[config.mk]
export PLATFORM = sky130hd
export DESIGN_NAME = mfa_fifo
export DESIGN_NICKNAME = d
export VERILOG_FILES = /design/src/rtl/mfa_pkg.sv /design/src/rtl/mfa_fifo.sv
export SDC_FILE = /design/constraint.sdc
export NUM_CORES = 1
export LEC_CHECK = 0
export BUFFER_PORTS_ARGS = -buffer_cell sky130_fd_sc_hd__buf_2
export CAP_MARGIN = 20
export CORE_MARGIN = 2
export CORE_UTILIZATION = 53
export CTS_CLUSTER_DIAMETER = 50
export DETAILED_ROUTE_END_ITERATION = 10
export PLACE_DENSITY = 0.81
export SLEW_MARGIN = 5
export SYNTH_ARGS = -nofsm -noshare
export SYNTH_HDL_FRONTEND = slang
export SYNTH_SLANG_ARGS = --single-unit
export TNS_END_PERCENT = 20
[constraint.sdc]
create_clock -name i_clk -period 14.52 [get_ports i_clk]
set_input_delay 1.452 -clock i_clk [delete_from_list [all_inputs] [get_ports i_clk]]
set_output_delay 1.452 -clock i_clk [all_outputs]
set_load 0.03 [all_outputs]
[src/rtl/mfa_pkg.sv]
`timescale 1ns / 1ps
package mfa_pkg;
    localparam int OPERAND_BITS = 16;
    localparam int OPW = 16;
    localparam int PW = 2 * OPW;
    localparam int WW = 64;

    localparam logic [1:0] CMD_ADD = 2'd0;
    localparam logic [1:0] CMD_MUL = 2'd1;
    localparam logic [1:0] CMD_DIV = 2'd2;
    localparam logic [1:0] CMD_UNUSED = 2'd3;

    typedef struct packed {
        logic [1:0]            cmd;
        logic signed [OPW-1:0] a_whole;
        logic signed [OPW-1:0] a_num;
        logic signed [OPW-1:0] a_den;
        logic signed [OPW-1:0] b_whole;
        logic signed [OPW-1:0] b_num;
        logic signed [OPW-1:0] b_den;
    } t_in;

    typedef struct packed {
        logic signed [WW-1:0] r_whole;
        logic signed [WW-1:0] r_num;
        logic signed [WW-1:0] r_den;
        logic                 div_zero;
    } t_out;

    // classified job handed from front to back
    typedef struct packed {
        logic          bypass;   // result already known (error or unused code)
        logic          err;
        logic [WW-1:0] whole;
        logic [WW-1:0] num;
        logic [WW-1:0] den;
    } t_job;

    function automatic logic [WW-1:0] sext(input logic [OPW-1:0] v);
        logic [WW-1:0] x;
        x = {{(WW-OPERAND_BITS){v[OPERAND_BITS-1]}}, v[OPERAND_BITS-1:0]};
        return x;
    endfunction
endpackage

[src/rtl/mfa_fifo.sv]
`timescale 1ns / 1ps
module mfa_fifo import mfa_pkg::*; (
    input  logic i_clk,
    input  logic i_rst_n,
    input  logic i_wr,
    input  t_job i_job,
    output logic o_full,
    input  logic i_rd,
    output logic o_valid,
    output t_job o_job
);
    // two-entry queue
    t_job       r_mem [2];
    logic       r_wp, r_rp;
    logic [1:0] r_cnt;

    assign o_full  = (r_cnt == 2'd2);
    assign o_valid = (r_cnt != 2'd0);
    assign o_job   = r_mem[r_rp];

    always_ff @(posedge i_clk) begin
        if (!i_rst_n) begin
            r_wp <= 1'b0;
            r_rp <= 1'b0;
            r_cnt <= 2'd0;
        end else begin
            if (i_wr) r_wp <= ~r_wp;
            if (i_rd) r_rp <= ~r_rp;
            r_cnt <= r_cnt + {1'b0, i_wr} - {1'b0, i_rd};
        end
        if (i_wr) r_mem[r_wp] <= i_job;
    end
endmodule

==> metrics <==
DIE AREA 0.0295 sq mm; final period utilization 33.7%; syn nets 825; DRT Pass-1 Iters 4; grt ovf 0; Die Wd 172 um; worst hold path depth 2; leading cell type in the layout, fill and taps excluded buf_2; post-CTS sizing 0; CP Capture Point o_job[155]; initial antenna violation count 8; Area growth syn-to-layout 24.4%; site row count 61; final hold vios 0; clk_skew 0.00967 ns; routing usage on met1 20.2%; hold_sp r_rp; Setup crit start kind flop; clk slew on worst S/H paths 0.06 ns; reg2reg path depth 3; vias per cell 5.02; clock sinks 393; most frequent cells in the layout buf_2, edfxtp_1, mux2_4, clkbuf_16, mux2_2; FF-to-FF End r_mem[0][154]; FF+latch count, synth 393; crit end category output port; DP HPWL 19,800 um; Vias 7,341; flop-to-flop setup slack 11.75 ns; synthesized area per cell 23.8 sq um; Port Buf Inserts 393; H-Tree Level Count 2; register area share after synthesis 78.9%; PD cells 147 mW/mm^2; GRT Resource Usage Total 18.7%; Final Wtd Congestion 0.804; most used routing layer met2; VDD IR-drop max 0.117 mV; CP Cell Sequence buf_4 > buf_4 > mux2_4 > buf_2; num ports 394; outcome finished, final reports clean; setup TNS 0 ns; CTS buffer count 42; met2 Use GR 32.7%; slowest stage delay, CP 0.91 ns; Worst Tran Pin Value 1.13 ns; final period demand of the worst path 4.89 ns; Max-cap violations 0; DR WL/cell 19.8 um; Worst path slowest cell buf_4; fmax 0.205 GHz; Synth cell types 15; Min-Delay Path Class flop to flop; vias in the first global route 7,581; Worst-Skew Late Latency 0.51 ns; Initial Utilization 53.8%; Slew headroom 24.9%; reg2reg start r_wp; largest net degree at the start of global routing 78; CTS tree done; worst-path fanout max 59; first-pass GRT wire length 41,300 um; height of the die 172 um; Routed Antenna Nets 0; drc violations 0; Post-CTS Hold Buffers 0; Finished Cell Area 0.0185 sq mm; CTS Buffer Depth 3; placed instance area 0.0172 sq mm; CP required 13.07 ns; # nets final 1,248; CP dominant cell by count buf_4; clk root buf clkbuf_16; postcts setup bufs 0; core box area 0.0277 sq mm; met3 Use GR 7.04%; layout cell share with drive strength beyond 1 60.7%; final-report setup violation count 0; Routed WL 28,900 um; Starting DRT DRC Count 499; Syn Inst Count 625; Yosys Warn Count 0; Leak Pwr 7.32 nW; RSZ-0062 raised after global routing false; worst setup path category flop to output port; Pins Over Slew Limit 0; worst path arrival time 3.43 ns; Synth Cell Area 0.0149 sq mm
==> power by group <==
part           leakage, nW  switching [mW]  internal (mW)  total [mW]
clock network        0.647           0.405          0.603        1.01
registers             3.68          0.0179           1.31        1.33
logic                 2.99           0.225          0.149       0.374
total                 7.32           0.648           2.07        2.71
==> kinds of logic after synthesis <==
| kind of cell | count (synthesis) | synth area share, % |
|---|---|---|
| AO/OA/AOI/OAI | 1 | 0.0504 |
| XOR/XNOR | 2 | 0.210 |
| adder cells (fa/ha/maj) | 2 | 0.168 |
| buffers and inverters | 24 | 1.61 |
| flip-flops | 393 | 78.9 |
| multiplexers | 194 | 18.7 |
| AND/OR/NAND/NOR | 9 | 0.378 |
==> layout make-up <==
| cell class | count | area, sq um |
|---|---|---|
| sequential | 393 | 11800 |
| tap | 378 | 473 |
| fill | 1827 | 9180 |
| timing repair buffer | 401 | 2030 |
| inverter | 2 | 7.51 |
| clock inverter | 22 | 181 |
| antenna | 3 | 7.51 |
| clock buffer | 54 | 1160 |
| multi-input combinational | 208 | 2920 |
==> worst max-delay path, delay by kind of cell, from the launching register on <==
family,cells,cell delay [ns]
muxes,1,0.36
buffers and inverters,3,1.89
DFF,1,0.47
==> registers in the layout, indices dropped and copies added (netlist names), named ones only <==
signal  cells
r_wp        1
r_mem     388
r_cnt       2
r_rp        1
==> cell usage after synthesis <==
library cell	n	area share, %
and2_1	4	0.17
ha_1	2	0.17
buf_6	18	1.4
buf_8	1	0.10
o21a_1	1	0.050
xnor3_1	1	0.15
nor2b_1	4	0.17
edfxtp_1	388	78
inv_1	2	0.050
or2_2	1	0.042
xor2_1	1	0.059
buf_2	3	0.10
dfxtp_1	5	0.67
mux2_4	160	16
mux2_2	34	2.6
==> stage by stage <==
step	instances	util (%)	hold WS, ns	total power, mW	setup slack (ns)
after floorplan	625	-	0.555	1.64	3.89
after global placement	1382	62.0	0.559	1.72	10.24
after detailed placement	1382	62.0	0.586	1.73	10.19
after CTS	1458	66.8	0.597	2.74	9.63
after global routing	1460	66.9	0.626	2.81	9.51
final	1461	66.9	0.598	2.71	9.63
==> per-layer routing <==
| metal | up-vias | share of wire, % |
|---|---|---|
| met3 | 83 | 9.6 |
| met4 | 10 | 3.7 |
| li1 | 3356 | - |
| met1 | 3570 | 35 |
| met5 | - | 0.20 |
| met2 | 322 | 51 |
==> how the worst min path moves through the flow <==
stage / end / slack (ns)
6_report: flop / 0.60
5_1_grt: flop / 0.63
3_5_place_dp: flop / 0.59
4_1_cts: flop / 0.60
3_3_place_gp: flop / 0.56
2_1_floorplan: flop / 0.55
No activity file was read; power rests on OpenSTA's default activity.
